[config.mk]
export PLATFORM = sky130hd
export DESIGN_NAME = utf8_stream_validator_flat
export DESIGN_NICKNAME = d
export VERILOG_FILES = /design/src/rtl/u8sv_pkg.sv /design/src/rtl/u8sv_if.sv /design/src/rtl/u8sv_apb.sv /design/src/rtl/u8sv_decode.sv /design/src/rtl/utf8_stream_validator.sv /design/src/flat_wrapper.sv
export SDC_FILE = /design/constraint.sdc
export NUM_CORES = 1
export LEC_CHECK = 0
export BUFFER_PORTS_ARGS = -buffer_cell sky130_fd_sc_hd__clkbuf_2
export CORE_MARGIN = 4
export CORE_UTILIZATION = 36
export DETAILED_ROUTE_END_ITERATION = 8
export PLACE_DENSITY_LB_ADDON = 0.05
export SYNTH_ARGS = -nofsm -noshare
export SYNTH_HDL_FRONTEND = slang
export SYNTH_SLANG_ARGS = --single-unit
[constraint.sdc]
create_clock -name i_clk -period 4.9 [get_ports i_clk]
set_clock_uncertainty 0.1 [all_clocks]
set_input_delay 0.49 -clock i_clk [delete_from_list [all_inputs] [get_ports i_clk]]
set_output_delay 0.49 -clock i_clk [all_outputs]
set_load 0.01 [all_outputs]
[src/rtl/u8sv_pkg.sv]
// ----------------------------------------------------------------------------
// u8sv_pkg
// Shared types, constants and byte-class functions for the UTF-8 stream
// validator.
// ----------------------------------------------------------------------------
package u8sv_pkg;

    // Field and state widths.
    localparam int unsigned CodeW    = 32;
    localparam int unsigned OwedW    = 3;
    localparam int unsigned NbitsW   = 3;
    localparam int unsigned ContBits = 6;

    // APB register map.
    localparam int unsigned PaddrW   = 3;
    localparam int unsigned ApbDataW = 32;

    // Register indexes (taken from paddr[2]).
    localparam logic RegAcceptExt = 1'b0;
    localparam logic RegCodeLimit = 1'b1;

    // Register reset values.
    localparam logic [CodeW-1:0] CodeLimitReset = 32'h0011_0000;

    // Low halves of code points that are noncharacters.
    localparam logic [15:0] NoncharA = 16'hFFFF;
    localparam logic [15:0] NoncharB = 16'hFFFE;

    // Payload bit counts with special meaning.
    localparam logic [NbitsW-1:0] NbitsInvalid = 3'd0;
    localparam logic [NbitsW-1:0] NbitsCont    = 3'd6;
    localparam logic [NbitsW-1:0] NbitsAscii   = 3'd7;

    // Decoder state carried from byte to byte.
    typedef struct packed {
        logic [CodeW-1:0] code_accum;
        logic [OwedW-1:0] bytes_owed;
        logic             failed;
    } t_state;

    // Configuration register contents.
    typedef struct packed {
        logic             accept_ext;
        logic [CodeW-1:0] code_limit;
    } t_cfg;

    // Count of payload bits: 7 minus the number of leading ones, 0 for FE/FF.
    function automatic logic [NbitsW-1:0] f_payload_bits(input logic [7:0] b);
        logic [NbitsW-1:0] n;
        case (b) inside
            8'b0???_????: n = 3'd7;
            8'b10??_????: n = 3'd6;
            8'b110?_????: n = 3'd5;
            8'b1110_????: n = 3'd4;
            8'b1111_0???: n = 3'd3;
            8'b1111_10??: n = 3'd2;
            8'b1111_110?: n = 3'd1;
            default:      n = 3'd0;
        endcase
        return n;
    endfunction

    // Low nbits of the byte.
    function automatic logic [7:0] f_payload(input logic [7:0] b,
                                             input logic [NbitsW-1:0] nbits);
        logic [8:0] mask;
        mask = (9'd1 << nbits) - 9'd1;
        return b & mask[7:0];
    endfunction

endpackage

[src/rtl/u8sv_if.sv]
// ----------------------------------------------------------------------------
// u8sv_if
// Valid/ready channel interfaces for the byte input and the result output.
// ----------------------------------------------------------------------------

// Byte input channel.
interface u8sv_in_if;
    logic       valid;
    logic       ready;
    logic [7:0] data_byte;
    logic       start_req;

    modport source (output valid, output data_byte, output start_req, input ready);
    modport sink   (input valid, input data_byte, input start_req, output ready);
endinterface

// Result output channel.
interface u8sv_out_if;
    logic valid;
    logic ready;
    logic stream_valid;
    logic mid_sequence;

    modport source (output valid, output stream_valid, output mid_sequence, input ready);
    modport sink   (input valid, input stream_valid, input mid_sequence, output ready);
endinterface

[src/rtl/u8sv_apb.sv]
// ----------------------------------------------------------------------------
// u8sv_apb
// APB register block holding the extended-mode switch and the code limit.
// ----------------------------------------------------------------------------
module u8sv_apb (
    input  logic                          i_clk,
    input  logic                          i_rst_n,
    input  logic                          psel,
    input  logic                          penable,
    input  logic                          pwrite,
    input  logic [u8sv_pkg::PaddrW-1:0]   paddr,
    input  logic [u8sv_pkg::ApbDataW-1:0] pwdata,
    output logic [u8sv_pkg::ApbDataW-1:0] prdata,
    output logic                          pready,
    output u8sv_pkg::t_cfg                o_cfg
);
    import u8sv_pkg::*;

    logic             r_accept_ext;
    logic [CodeW-1:0] r_code_limit;
    logic             w_wr;
    logic             w_idx;

    assign pready = 1'b1;
    assign w_wr   = psel && penable && pwrite && pready;
    assign w_idx  = paddr[2];

    // Register writes in the access phase.
    always_ff @(posedge i_clk) begin
        if (!i_rst_n) begin
            r_accept_ext <= 1'b0;
            r_code_limit <= CodeLimitReset;
        end else if (w_wr) begin
            case (w_idx)
                RegAcceptExt: r_accept_ext <= pwdata[0];
                RegCodeLimit: r_code_limit <= pwdata[CodeW-1:0];
                default:      ;
            endcase
        end
    end

    // Read data mux.
    always_comb begin
        case (w_idx)
            RegAcceptExt: prdata = {{(ApbDataW-1){1'b0}}, r_accept_ext};
            RegCodeLimit: prdata = r_code_limit;
            default:      prdata = '0;
        endcase
    end

    assign o_cfg.accept_ext = r_accept_ext;
    assign o_cfg.code_limit = r_code_limit;

endmodule

[src/rtl/u8sv_decode.sv]
// ----------------------------------------------------------------------------
// u8sv_decode
// Next-state logic: classifies one byte and advances the sequence state.
// ----------------------------------------------------------------------------
module u8sv_decode (
    input  logic [7:0]       i_byte,
    input  logic             i_start,
    input  u8sv_pkg::t_state i_state,
    input  u8sv_pkg::t_cfg   i_cfg,
    output u8sv_pkg::t_state o_state
);
    import u8sv_pkg::*;

    t_state              w_cur;
    logic [NbitsW-1:0]   w_nbits;
    logic [7:0]          w_payload;
    logic                w_is_cont;
    logic [CodeW-1:0]    w_shifted;
    logic [OwedW-1:0]    w_owed_dec;
    logic                w_bad_code;

    // A start request clears the state before the byte is applied.
    assign w_cur = i_start ? '0 : i_state;

    assign w_nbits   = f_payload_bits(i_byte);
    assign w_payload = f_payload(i_byte, w_nbits);

    // Continuation check; extended mode also takes ASCII bytes.
    assign w_is_cont = (w_nbits == NbitsCont) ||
                       (i_cfg.accept_ext && (w_nbits == NbitsAscii));

    assign w_shifted  = (w_cur.code_accum << ContBits) |
                        {{(CodeW-8){1'b0}}, w_payload};
    assign w_owed_dec = w_cur.bytes_owed - OwedW'(1);

    // Finished code out of range or a noncharacter.
    assign w_bad_code = (w_shifted >= i_cfg.code_limit) ||
                        (w_shifted[15:0] == NoncharA) ||
                        (w_shifted[15:0] == NoncharB);

    always_comb begin
        o_state = w_cur;
        if (!w_cur.failed) begin
            if (w_cur.bytes_owed == '0) begin
                // Expecting a lead byte or ASCII.
                if (w_nbits == NbitsInvalid || w_nbits == NbitsCont) begin
                    o_state.failed = 1'b1;
                end else if (w_nbits != NbitsAscii) begin
                    o_state.code_accum = {{(CodeW-8){1'b0}}, w_payload};
                    o_state.bytes_owed = OwedW'(ContBits) - w_nbits;
                end
            end else if (!w_is_cont) begin
                o_state.failed = 1'b1;
            end else begin
                o_state.code_accum = w_shifted;
                o_state.bytes_owed = w_owed_dec;
                if (w_owed_dec == '0 && w_bad_code) begin
                    o_state.failed = 1'b1;
                end
            end
        end
    end

endmodule

[src/rtl/utf8_stream_validator.sv]
// ----------------------------------------------------------------------------
// utf8_stream_validator
// Byte-at-a-time UTF-8 well-formedness checker with sticky failure flag.
// An accepted byte waits in the input register until the result register
// is free. Throughput: one byte per cycle while the output is not stalled;
// the byte decoder between the two registers updates the sequence state.
// Reset: synchronous active-low; clears pipeline valids and sequence state,
// sets accept_extended to 0 and code_limit to 0x110000.
// ----------------------------------------------------------------------------
module utf8_stream_validator (
    input  logic                          i_clk,
    input  logic                          i_rst_n,
    u8sv_in_if.sink                       i_in,
    u8sv_out_if.source                    o_out,
    input  logic                          psel,
    input  logic                          penable,
    input  logic                          pwrite,
    input  logic [u8sv_pkg::PaddrW-1:0]   paddr,
    input  logic [u8sv_pkg::ApbDataW-1:0] pwdata,
    output logic [u8sv_pkg::ApbDataW-1:0] prdata,
    output logic                          pready
);
    import u8sv_pkg::*;

    t_cfg       w_cfg;
    t_state     r_state;
    t_state     n_state;
    logic       r_in_valid;
    logic [7:0] r_byte;
    logic       r_start;
    logic       r_out_valid;
    logic       r_stream_valid;
    logic       r_mid_sequence;
    logic       w_advance;

    // Configuration registers.
    u8sv_apb u_apb (
        .i_clk   (i_clk),
        .i_rst_n (i_rst_n),
        .psel    (psel),
        .penable (penable),
        .pwrite  (pwrite),
        .paddr   (paddr),
        .pwdata  (pwdata),
        .prdata  (prdata),
        .pready  (pready),
        .o_cfg   (w_cfg)
    );

    // Byte decoder and next-state logic.
    u8sv_decode u_decode (
        .i_byte  (r_byte),
        .i_start (r_start),
        .i_state (r_state),
        .i_cfg   (w_cfg),
        .o_state (n_state)
    );

    // Input register moves on when the result register is free.
    assign w_advance  = r_in_valid && (!r_out_valid || o_out.ready);
    assign i_in.ready = !r_in_valid || w_advance;

    // Input register.
    always_ff @(posedge i_clk) begin
        if (!i_rst_n) begin
            r_in_valid <= 1'b0;
        end else if (i_in.valid && i_in.ready) begin
            r_in_valid <= 1'b1;
        end else if (w_advance) begin
            r_in_valid <= 1'b0;
        end
    end

    always_ff @(posedge i_clk) begin
        if (i_in.valid && i_in.ready) begin
            r_byte  <= i_in.data_byte;
            r_start <= i_in.start_req;
        end
    end

    // Sequence state, updated once per transaction.
    always_ff @(posedge i_clk) begin
        if (!i_rst_n) begin
            r_state <= '0;
        end else if (w_advance) begin
            r_state <= n_state;
        end
    end

    // Result register.
    always_ff @(posedge i_clk) begin
        if (!i_rst_n) begin
            r_out_valid <= 1'b0;
        end else if (w_advance) begin
            r_out_valid <= 1'b1;
        end else if (o_out.ready) begin
            r_out_valid <= 1'b0;
        end
    end

    always_ff @(posedge i_clk) begin
        if (w_advance) begin
            r_stream_valid <= !n_state.failed;
            r_mid_sequence <= (n_state.bytes_owed != '0);
        end
    end

    assign o_out.valid        = r_out_valid;
    assign o_out.stream_valid = r_stream_valid;
    assign o_out.mid_sequence = r_mid_sequence;

endmodule

[src/flat_wrapper.sv]
// flat-port wrapper written by rule: the top's interface ports become plain ports
module utf8_stream_validator_flat import u8sv_pkg::*;
  (i_clk, i_rst_n, psel, penable, pwrite, paddr, pwdata, prdata, pready, i_in_valid, i_in_data_byte, i_in_start_req, i_in_ready, o_out_valid, o_out_stream_valid, o_out_mid_sequence, o_out_ready);
  u8sv_in_if i_in_i ();
  u8sv_out_if o_out_i ();
  input  logic i_clk;
  input  logic i_rst_n;
  input  logic psel;
  input  logic penable;
  input  logic pwrite;
  input  logic [u8sv_pkg::PaddrW-1:0] paddr;
  input  logic [u8sv_pkg::ApbDataW-1:0] pwdata;
  output logic [u8sv_pkg::ApbDataW-1:0] prdata;
  output logic pready;
  input wire logic [$bits(i_in_i.valid)-1:0] i_in_valid;
  input wire logic [$bits(i_in_i.data_byte)-1:0] i_in_data_byte;
  input wire logic [$bits(i_in_i.start_req)-1:0] i_in_start_req;
  output wire logic [$bits(i_in_i.ready)-1:0] i_in_ready;
  output wire logic [$bits(o_out_i.valid)-1:0] o_out_valid;
  output wire logic [$bits(o_out_i.stream_valid)-1:0] o_out_stream_valid;
  output wire logic [$bits(o_out_i.mid_sequence)-1:0] o_out_mid_sequence;
  input wire logic [$bits(o_out_i.ready)-1:0] o_out_ready;
  assign i_in_i.valid = i_in_valid;
  assign i_in_i.data_byte = i_in_data_byte;
  assign i_in_i.start_req = i_in_start_req;
  assign i_in_ready = i_in_i.ready;
  assign o_out_valid = o_out_i.valid;
  assign o_out_stream_valid = o_out_i.stream_valid;
  assign o_out_mid_sequence = o_out_i.mid_sequence;
  assign o_out_i.ready = o_out_ready;
  utf8_stream_validator u_core (.i_clk(i_clk), .i_rst_n(i_rst_n), .i_in(i_in_i), .o_out(o_out_i), .psel(psel), .penable(penable), .pwrite(pwrite), .paddr(paddr), .pwdata(pwdata), .prdata(prdata), .pready(pready));
endmodule
; Yosys cells after proc, flatten, opt, wreduce, memory -nomap -nowiden
; Cells that the tools add are included.
[totals]
wordCells = 74
in_bits = 51
ff_bits = 82
[op_classes]
n_reduce_logical = 23
order_cmp = 1
bitwise = 3
shifts = 1
mux = 21
addsub = 3
eq_ne = 11
[op_table]
columns = operator, n
row1 = 36-bit 2-to-1 mux, 3
row2 = 35-bit 2-to-1 mux, 3
row3 = 32-bit one-hot mux with 2 select lines, 1
row4 = "16-bit == test, second input constant", 2
row5 = 32-bit >= comparator, 1
row6 = 32-bit by 8-bit bitwise OR with 32-bit output, 1
row7 = 3-bit 2-to-1 mux, 4
row8 = "3-bit == test, second input constant", 3
row9 = 3-bit logical NOT, 3
row10 = 8-bit bitwise AND, 1
row11 = 1-bit 2-to-1 mux, 8
row12 = "1-bit by 3-bit << shifter with 8-bit output, first input constant", 1
row13 = "8-bit by 1-bit subtractor with 8-bit output, second input constant", 1
row14 = "7-bit == test, second input constant", 1
row15 = "6-bit == test, second input constant", 1
row16 = 1-bit logical AND, 6
row17 = 1-bit logical OR, 6
row18 = "5-bit == test, second input constant", 1
row19 = "4-bit == test, second input constant", 1
row20 = 2-bit 2-to-1 mux, 2
row21 = 2-bit AND reduction, 2
row22 = 2-bit nonzero test, 2
row23 = 1-bit logical NOT, 3
row24 = "3-bit inequality test, second input constant", 1
row25 = other kinds (5), 5

; Logic depth before layout (Yosys ltp)
; Gate-level depths: netlist (run 1).
[depth]
word_depth = 21
depth_mapped = 19
ltp_nobuf = 18

; Cells and area by module
; From an unflattened synthesis (run 1), not the netlist that was laid out.
[unflattened]
cells_unflattened = 670
area_unflattened_um2 = 5497.8
[by_module_without_submodules]
columns = module, area_each_um2, cells_per_inst, seq_area_each_um2, instances
row1 = u8sv_decode, 1996.9, 310, 0.0, 1
row2 = utf8_stream_validator, 1901.8, 178, 1091.0, 1
row3 = u8sv_apb, 1599.0, 182, 660.6, 1

; Least setup slack after synthesis (run 1)
; No wires, ideal clock.
[synth_timing]
path_kind = reg-to-reg
from = register u_core.r_byte[6]
to = register u_core.r_stream_valid, in the netlist u_core.o_out.stream_valid, data pin
n_path_buf = 0
t_required_ns = 4.670
t_arrival_ns = 3.421
path_stages_with_launch = 19
setup_slack_ns = 1.249
cell_sequence = edfxtp_1 > inv_1 > o21ai_0 > a31oi_1 > inv_1 > ha_1 > nand2_1 > ha_1 > nor3b_1 > xor2_1 > a21oi_1 > o21ai_0 > ha_1 > nand2_1 > o21ai_0 > a21o_1 > o311a_1 > a311oi_1 > o21a_1
[synth_between]
elab_chain_len = 21
elab_cells_between_ends = 35
cone_classes = add/sub: 1 / order compare: 1 / eq/ne: 10 / shift: 1 / mux: 12 / bitwise: 2 / reduce/logical: 8
[synth_lines]
columns = element, line_no
row1 = "start, declared", utf8_stream_validator.sv:29  ; logic [7:0] r_byte;
row2 = "start signal, assigned", utf8_stream_validator.sv:76  ; r_byte <= i_in.data_byte;
row3 = 7-bit == test, u8sv_decode.sv:25  ; assign w_nbits = f_payload_bits(i_byte);
row4 = 1-bit 2-to-1 mux, u8sv_pkg.sv:50  ; case (b) inside
row5 = 2-bit 2-to-1 mux (2 in series), u8sv_pkg.sv:50
row6 = 3-bit 2-to-1 mux (4 in series), u8sv_pkg.sv:50
row7 = 1-bit by 3-bit << shifter with 8-bit output, u8sv_pkg.sv:67  ; mask = (9'd1 << nbits) - 9'd1;
row8 = 8-bit by 1-bit subtractor with 8-bit output, u8sv_pkg.sv:67
row9 = 8-bit bitwise AND, u8sv_pkg.sv:68  ; return b & mask[7:0];
row10 = 32-bit by 8-bit bitwise OR with 32-bit output, u8sv_decode.sv:32  ; assign w_shifted = (w_cur.code_accum << ContBits) |
row11 = 32-bit >= comparator / 16-bit == test (equally long branches), "u8sv_decode.sv:37, u8sv_decode.sv:38"
row12 = 1-bit logical OR, u8sv_decode.sv:37  ; assign w_bad_code = (w_shifted >= i_cfg.code_limit) ||
row13 = 1-bit logical OR, u8sv_decode.sv:38  ; (w_shifted[15:0] == NoncharA) ||
row14 = 1-bit logical AND, u8sv_decode.sv:57  ; if (w_owed_dec == '0 && w_bad_code) begin
row15 = 1-bit 2-to-1 mux, u8sv_decode.sv:57
row16 = 1-bit 2-to-1 mux, u8sv_decode.sv:52  ; end else if (!w_is_cont) begin
row17 = 36-bit 2-to-1 mux (*), u8sv_decode.sv:44  ; if (w_cur.bytes_owed == '0) begin
row18 = 36-bit 2-to-1 mux (*), u8sv_decode.sv:43  ; if (!w_cur.failed) begin
row19 = 1-bit logical NOT (*), utf8_stream_validator.sv:103  ; r_stream_valid <= !n_state.failed;
row20 = "end signal, assigned", utf8_stream_validator.sv:103
row21 = "end, declared", utf8_stream_validator.sv:32  ; logic r_stream_valid;
; Mark *: on every way between the ends. The rest lies on a longest branch, timed or not.
; A chain may end at the register's enable or synchronous reset.

; Worst setup path in the final report (run 1)
; Ends and elaborated chain as after synthesis.

==> results.toml, run 1 <==
[critical_path]
timing.rr.end = "u_core.o_out.stream_valid"
regToRegSetupSlack_ns = 0.41
critPathMaxFanout = 9
crit_type = "reg2reg"
reg2reg_from = "u_core.r_byte[6]"
worst_setup_path_start_kind = "flip-flop"
rr_worst_depth = 17
required_ns = 5.01
endpoint_kind = "flip-flop"
worstPathArrival_ns = 4.60

[timing]
final.period_utilization = 0.917
fin_setup_tns_ns = 0
slew_viol_final = 0
finalCriticalPeriod_ns = 4.49
final-setup-viol-count = 0
finalWorstSetupSlack_ns = 0.406
max_slew_margin = 0.307
worst_pin_slew_ns = 1.04
rsz0062_at_grt = "no"
hold_viol_final = 0
fmax_mhz = 223

[routing]
vias = 3793
wire_per_inst_um = 14.4
post_drt_via_cell_ratio = 5.06
finalWirelength_um = 10800
ant_nets = 0
drtPass1Iterations = 4
drc = 0
drt_iter0_markers = 128

[synthesis]
synthTopCellsByArea = "dfxtp_1 (30%), ha_1 (12%), edfxtp_1 (7.7%), nand2_1 (7.1%), a21oi_1 (5.5%)"
synth_edf_count = 11
async_reset_ff_frac = 0
yosys_warnings = 0
ys_ff_latch = 76
synth.largest_area_cell = "dfxtp_1"
ys_seq_area_frac = 0.379
synth_cells = 526
avgSynthCellArea_um2 = 8.19
synth_cell_types = 56
synth_top_flop_cell = "dfxtp_1"
syn_nets = 618
synth_area_um2 = 4310
synth_top_area_share = 0.302

[hold_path]
worst_hold_path.endpoint = "u_core.r_byte[2]"
hold_path.class = "in2reg"
hold_start = "i_in_data_byte[2]"
holdPathStages = 1

[cts]
cts_tree = "yes"
cts-root-buf = "clkbuf_16"
cts-buffers-inserted = 9
h-tree-depth = 3
ctsLongestPathBuffers = 2
insertion_delay_ns = 0.34
post_cts_buffers = 0
clock_sinks = 76
clkTransAtPathRegs_ns = 0.06
ctsResizeCount = 0
cts_hold_buf = 0

[final_layout]
fill_cells = 1211
design_area_um2 = 5120
num_antenna_cells = 0
mostFrequentLayoutCell = "clkbuf_2"
drive_above_1_share = 0.188
nets = 694
layout_common_cells = "clkbuf_2 (84), nand2_1 (81), dfxtp_1 (65)"
stdcell_count = 750
area_delta_synth_final_pct = 18.7

[place]
numPortBuffers = 84
pre_cts_slack_ns = 0.394
post-place-cells = 734
hpwl_um = 8210
place.gp.congestion = 0.843
placed_area_um2 = 4840

[global_route]
grt_use_met1 = 0.204
grt_pass1_vias = 3748
grt_pass1_wl_um = 18200
antenna_found_initial = 0
busiest_layer = "met2"
track_usage = 0.161
grt_max_degree = 39
met2_usage = 0.267
grtUsageMet3 = 0.0313
overflow = 0

[power]
p_leak_uw = 0.00218
finalPower_uw = 1480
power_frac_clock = 0.428
seqPwrFrac = 0.450
ir_drop_mv = 0.149
switchingPower_uw = 378
combPwrFrac = 0.122
p_int_uw = 1100
switching_share = 0.256
powerDensity_nw_per_um2 = 289

[floorplanning]
die_h_um = 117
initial_core_util = 0.373
core_um2 = 11600
std_cell_rows = 39
dieArea_um2 = 13800
io_pins = 88
dieWidth_um = 117

[outcome]
status = "complete, no violations"

[job]
max-cap-violations = 0
-- cell type report --
| cell class | instances | area, um2 | share of cell area |
|---|---|---|---|
| clock buffers | 13 | 262 | 0.0511 |
| clock inverters | 3 | 18.8 | 0.00367 |
| inverters | 43 | 161 | 0.0315 |
| multi-input cells | 381 | 2390 | 0.467 |
| flip-flops and latches | 76 | 1630 | 0.319 |
| well taps | 143 | 179 | 0.0350 |
| repair buffers | 91 | 473 | 0.0924 |
-- cell usage after synthesis, types with 3 or more instances --
cell type,count
nor3b_1,4
nor4b_1,3
a211oi_1,4
nor2_1,50
nor3_1,3
a21oi_1,47
ha_1,41
nor2b_1,29
a2111oi_0,3
a22o_1,23
inv_1,43
nand2_1,81
a21o_1,3
and4_1,4
dfxtp_1,65
buf_2,6
o22ai_1,3
nand2b_1,8
edfxtp_1,11
nand3_1,6
or3_1,3
clkbuf_1,15
and2_1,3
a22oi_1,3
o21ai_0,15
nand4_1,9
-- worst max-delay path: stages (launching register included) --
cell and delay (ns):
edfxtp_1 0.44, inv_1 0.12, o21ai_0 0.08, a31oi_1 0.38, ha_1 0.41, nand2_1 0.19, ha_1 0.30, nor3b_1 0.16
xor2_1 0.14, a21oi_1 0.10, o21ai_0 0.32, ha_1 0.31, nand2_1 0.06, o21ai_0 0.09, a21o_1 0.18, o311a_1 0.33
a311oi_1 0.46, o21a_1 0.18
-- sequential cells by signal, summed over array words and instances (netlist names) --
signal                     flops
u_core.u_apb.r_accept_ext      1
u_core.o_out.mid_sequence      1
u_core.o_out.valid             1
u_core.r_byte                  8
u_core.r_in_valid              1
u_core.u_apb.r_code_limit     32
u_core.o_out.stream_valid      1
u_core.r_start                 1
u_core.r_state                30
-- per-stage QoR --
step,utilization,hold WS (ns)
global placement,0.418,0.343
detailed placement,0.418,0.346
CTS,0.442,0.213
finish,0.442,0.227
floorplan,-,0.334
global route,0.442,0.217
-- routing by layer --
layer	up-vias	routed length (um)
li1	1968	-
met1	1732	5150
met2	77	5040
met3	16	416
met4	0	230
met5	-	0
-- power by group through the flow --
stage | clock (uW) | combinational, uW | sequential (uW)
global placement | 0 | 180 | 678
global route | 675 | 208 | 667
CTS | 655 | 183 | 665
finish | 633 | 181 | 665
detailed placement | 0 | 181 | 679
floorplan | 0 | 126 | 674
-- cells by family after synthesis --
kind of cell | after synthesis | synth area share
buffers and inverters | 69 | 0.0670
XOR/XNOR | 2 | 0.00406
other | 1 | 0.000870
AO/OA/AOI/OAI | 119 | 0.180
multiplexers | 4 | 0.00987
adder cells (fa/ha/maj) | 41 | 0.119
flip-flops | 76 | 0.379
AND/OR/NAND/NOR | 214 | 0.241
-- worst max path at each step --
stage | endpoint | slack, ns | start
CTS | u_core.o_out.stream_valid | 0.37 | u_core.r_byte[6]
finish | u_core.o_out.stream_valid | 0.41 | u_core.r_byte[6]
floorplan | u_core.o_out.stream_valid | 1.25 | u_core.r_byte[6]
global placement | u_core.o_out.stream_valid | 0.44 | u_core.r_byte[6]
detailed placement | u_core.o_out.stream_valid | 0.39 | u_core.r_byte[6]
global route | u_core.o_out.stream_valid | 0.05 | u_core.r_byte[6]
(Power assumes the default switching activity.)
==> run 2: changes to the inputs <==
--- a/config.mk
+++ b/config.mk
@@ -6,10 +6,13 @@
 export NUM_CORES = 1
 export LEC_CHECK = 0
 export BUFFER_PORTS_ARGS = -buffer_cell sky130_fd_sc_hd__clkbuf_2
+export CELL_PAD_IN_SITES_DETAIL_PLACEMENT = 2
+export CELL_PAD_IN_SITES_GLOBAL_PLACEMENT = 2
 export CORE_MARGIN = 4
-export CORE_UTILIZATION = 36
+export CORE_UTILIZATION = 32
 export DETAILED_ROUTE_END_ITERATION = 8
 export PLACE_DENSITY_LB_ADDON = 0.05
+export SETUP_SLACK_MARGIN = 0.4
 export SYNTH_ARGS = -nofsm -noshare
 export SYNTH_HDL_FRONTEND = slang
 export SYNTH_SLANG_ARGS = --single-unit
==> results.toml, run 2 (synthesis results as in run 1) <==
[outcome]
status = "complete, no violations"

[place]
placed_area_um2 = 4870
hpwl_um = 10200
numPortBuffers = 84
place.gp.congestion = 0.770
post-place-cells = 766

[critical_path]
rr_worst_depth = 17
path_cells = "inv_1 > o21ai_0 > a31oi_2 > ha_2 > nand2_1 > ha_1 > nor3b_2 > xor2_1 > a21oi_1 > o21ai_1 > ha_1 > a21oi_1 > o21ai_0 > a21o_1 > o311a_1 > a311oi_2 > o21a_1"
required_ns = 5.02
crit_type = "reg2reg"
worst_setup_path_start_kind = "flip-flop"
worstPathArrival_ns = 4.40
regToRegSetupSlack_ns = 0.62
timing.rr.end = "u_core.o_out.stream_valid"
worstSetupStartpoint = "u_core.r_byte[6]"
cpLargestDelayFamily = "compound AO/OA/AOI/OAI gates"
reg2reg_from = "u_core.r_byte[6]"
critical_path.slowest_cell = "edfxtp_1"
worst-path-buf-inv = 1
critPathMaxFanout = 9
endpoint_kind = "flip-flop"
slowest_delay_ns = 0.46

[routing]
wire_per_inst_um = 16.9
highest_layer = "met4"
dr_wl_met2_um = 6870
drtPass1Iterations = 4
finalWirelength_um = 13300
dr_wl_met3_um = 365
drt_iter0_markers = 108
wl_met1_um = 5840
drc = 0
post_drt_via_cell_ratio = 5.11
vias = 4001
ant_nets = 0

[timing]
final.period_utilization = 0.874
fmax_mhz = 233
finalCriticalPeriod_ns = 4.28
max_slew_margin = 0.155
fin_setup_tns_ns = 0
final-setup-viol-count = 0
rsz0062_at_grt = "no"
hold_viol_final = 0
worst_pin_slew_ns = 1.26
slew_viol_final = 0

[final_layout]
finish.utilization = 0.395
area_delta_synth_final_pct = 21.4
largest_reg_flops = 32
stdcell_count = 783
mostFrequentLayoutCell = "clkbuf_2"
layout_common_cells = "clkbuf_2 (84), nand2_1 (81), dfxtp_1 (65)"
top_regs = "u_core.u_apb.r_code_limit x32, u_core.r_state x30, u_core.r_byte x8"
design_area_um2 = 5230
drive_above_1_share = 0.198
nets = 694
largest-register = "u_core.u_apb.r_code_limit"
num_antenna_cells = 0

[power]
ir_drop_mv = 0.183
powerDensity_nw_per_um2 = 307
finalPower_uw = 1610
p_leak_uw = 0.00221

[floorplanning]
dieArea_um2 = 15400
std_cell_rows = 42
dieWidth_um = 124
initial_core_util = 0.325
core_um2 = 13200
io_pins = 88
die_h_um = 124

[cts]
clkTransAtPathRegs_ns = 0.06
insertion_delay_ns = 0.34
ctsLongestPathBuffers = 2
clock_sinks = 76
cts-root-buf = "clkbuf_16"
cts_tree = "yes"
cts-buffers-inserted = 9
h-tree-depth = 3

[job]
max-cap-violations = 0

[hold_path]
hold_path.class = "in2reg"
worst_hold_path.endpoint = "u_core.r_start"
holdPathStages = 1
hold_start = "i_in_start_req"

[global_route]
grt_pass1_wl_um = 22200
track_usage = 0.185
grt_pass1_vias = 4361
antenna_found_initial = 0
grt_max_degree = 39
overflow = 0
run 2: worst max path at each step:
stage                     slack [ns]                   endpoint  cells past startpoint
after detailed placement        0.27  u_core.o_out.stream_valid                     18
after floorplan                 1.25  u_core.o_out.stream_valid                     18
final                           0.62  u_core.o_out.stream_valid                     17
after global placement          0.44  u_core.o_out.stream_valid                     17
after CTS                       0.47  u_core.o_out.stream_valid                     17
after global routing            0.39  u_core.o_out.stream_valid                     18
run 2: timing repair:
action                                  4_1_cts  5_1_grt
gates resized for setup                       3        2
endpoints found under the setup margin        2        2
buffers inserted                              0        1
hold buffers                                  0        0
pin swaps                                     0        0
run 2: final cells by class:
type / count / area [um2]
Fill cell: 1554 / 8010
Multi-Input combinational cell: 381 / 2410
Sequential cell: 76 / 1630
Timing Repair Buffer: 91 / 473
Clock buffer: 10 / 250
Tap cell: 176 / 220
Inverter: 43 / 161
Clock inverter: 6 / 85.1
run 2: power by group:
group	leakage [uW]	internal, uW	switching (uW)
Combinational	0.00142	77.6	116
Sequential	0.000632	651	13.2
Clock	0.000161	475	274
Total	0.00221	1200	403
run 2: layer usage:
layer / track usage / vias up
li1: - / 1963
met1: 0.221 / 1958
met2: 0.338 / 67
met3: 0.0282 / 13
met4: 0.0616 / 0
met5: 0 / -
run 2: metrics by stage:
step / hold WS [ns] / setup WS [ns]
6_report: 0.220 / 0.616
5_1_grt: 0.206 / 0.389
4_1_cts: 0.202 / 0.468
3_5_place_dp: 0.350 / 0.265
3_3_place_gp: 0.343 / 0.435
2_1_floorplan: 0.334 / 1.25
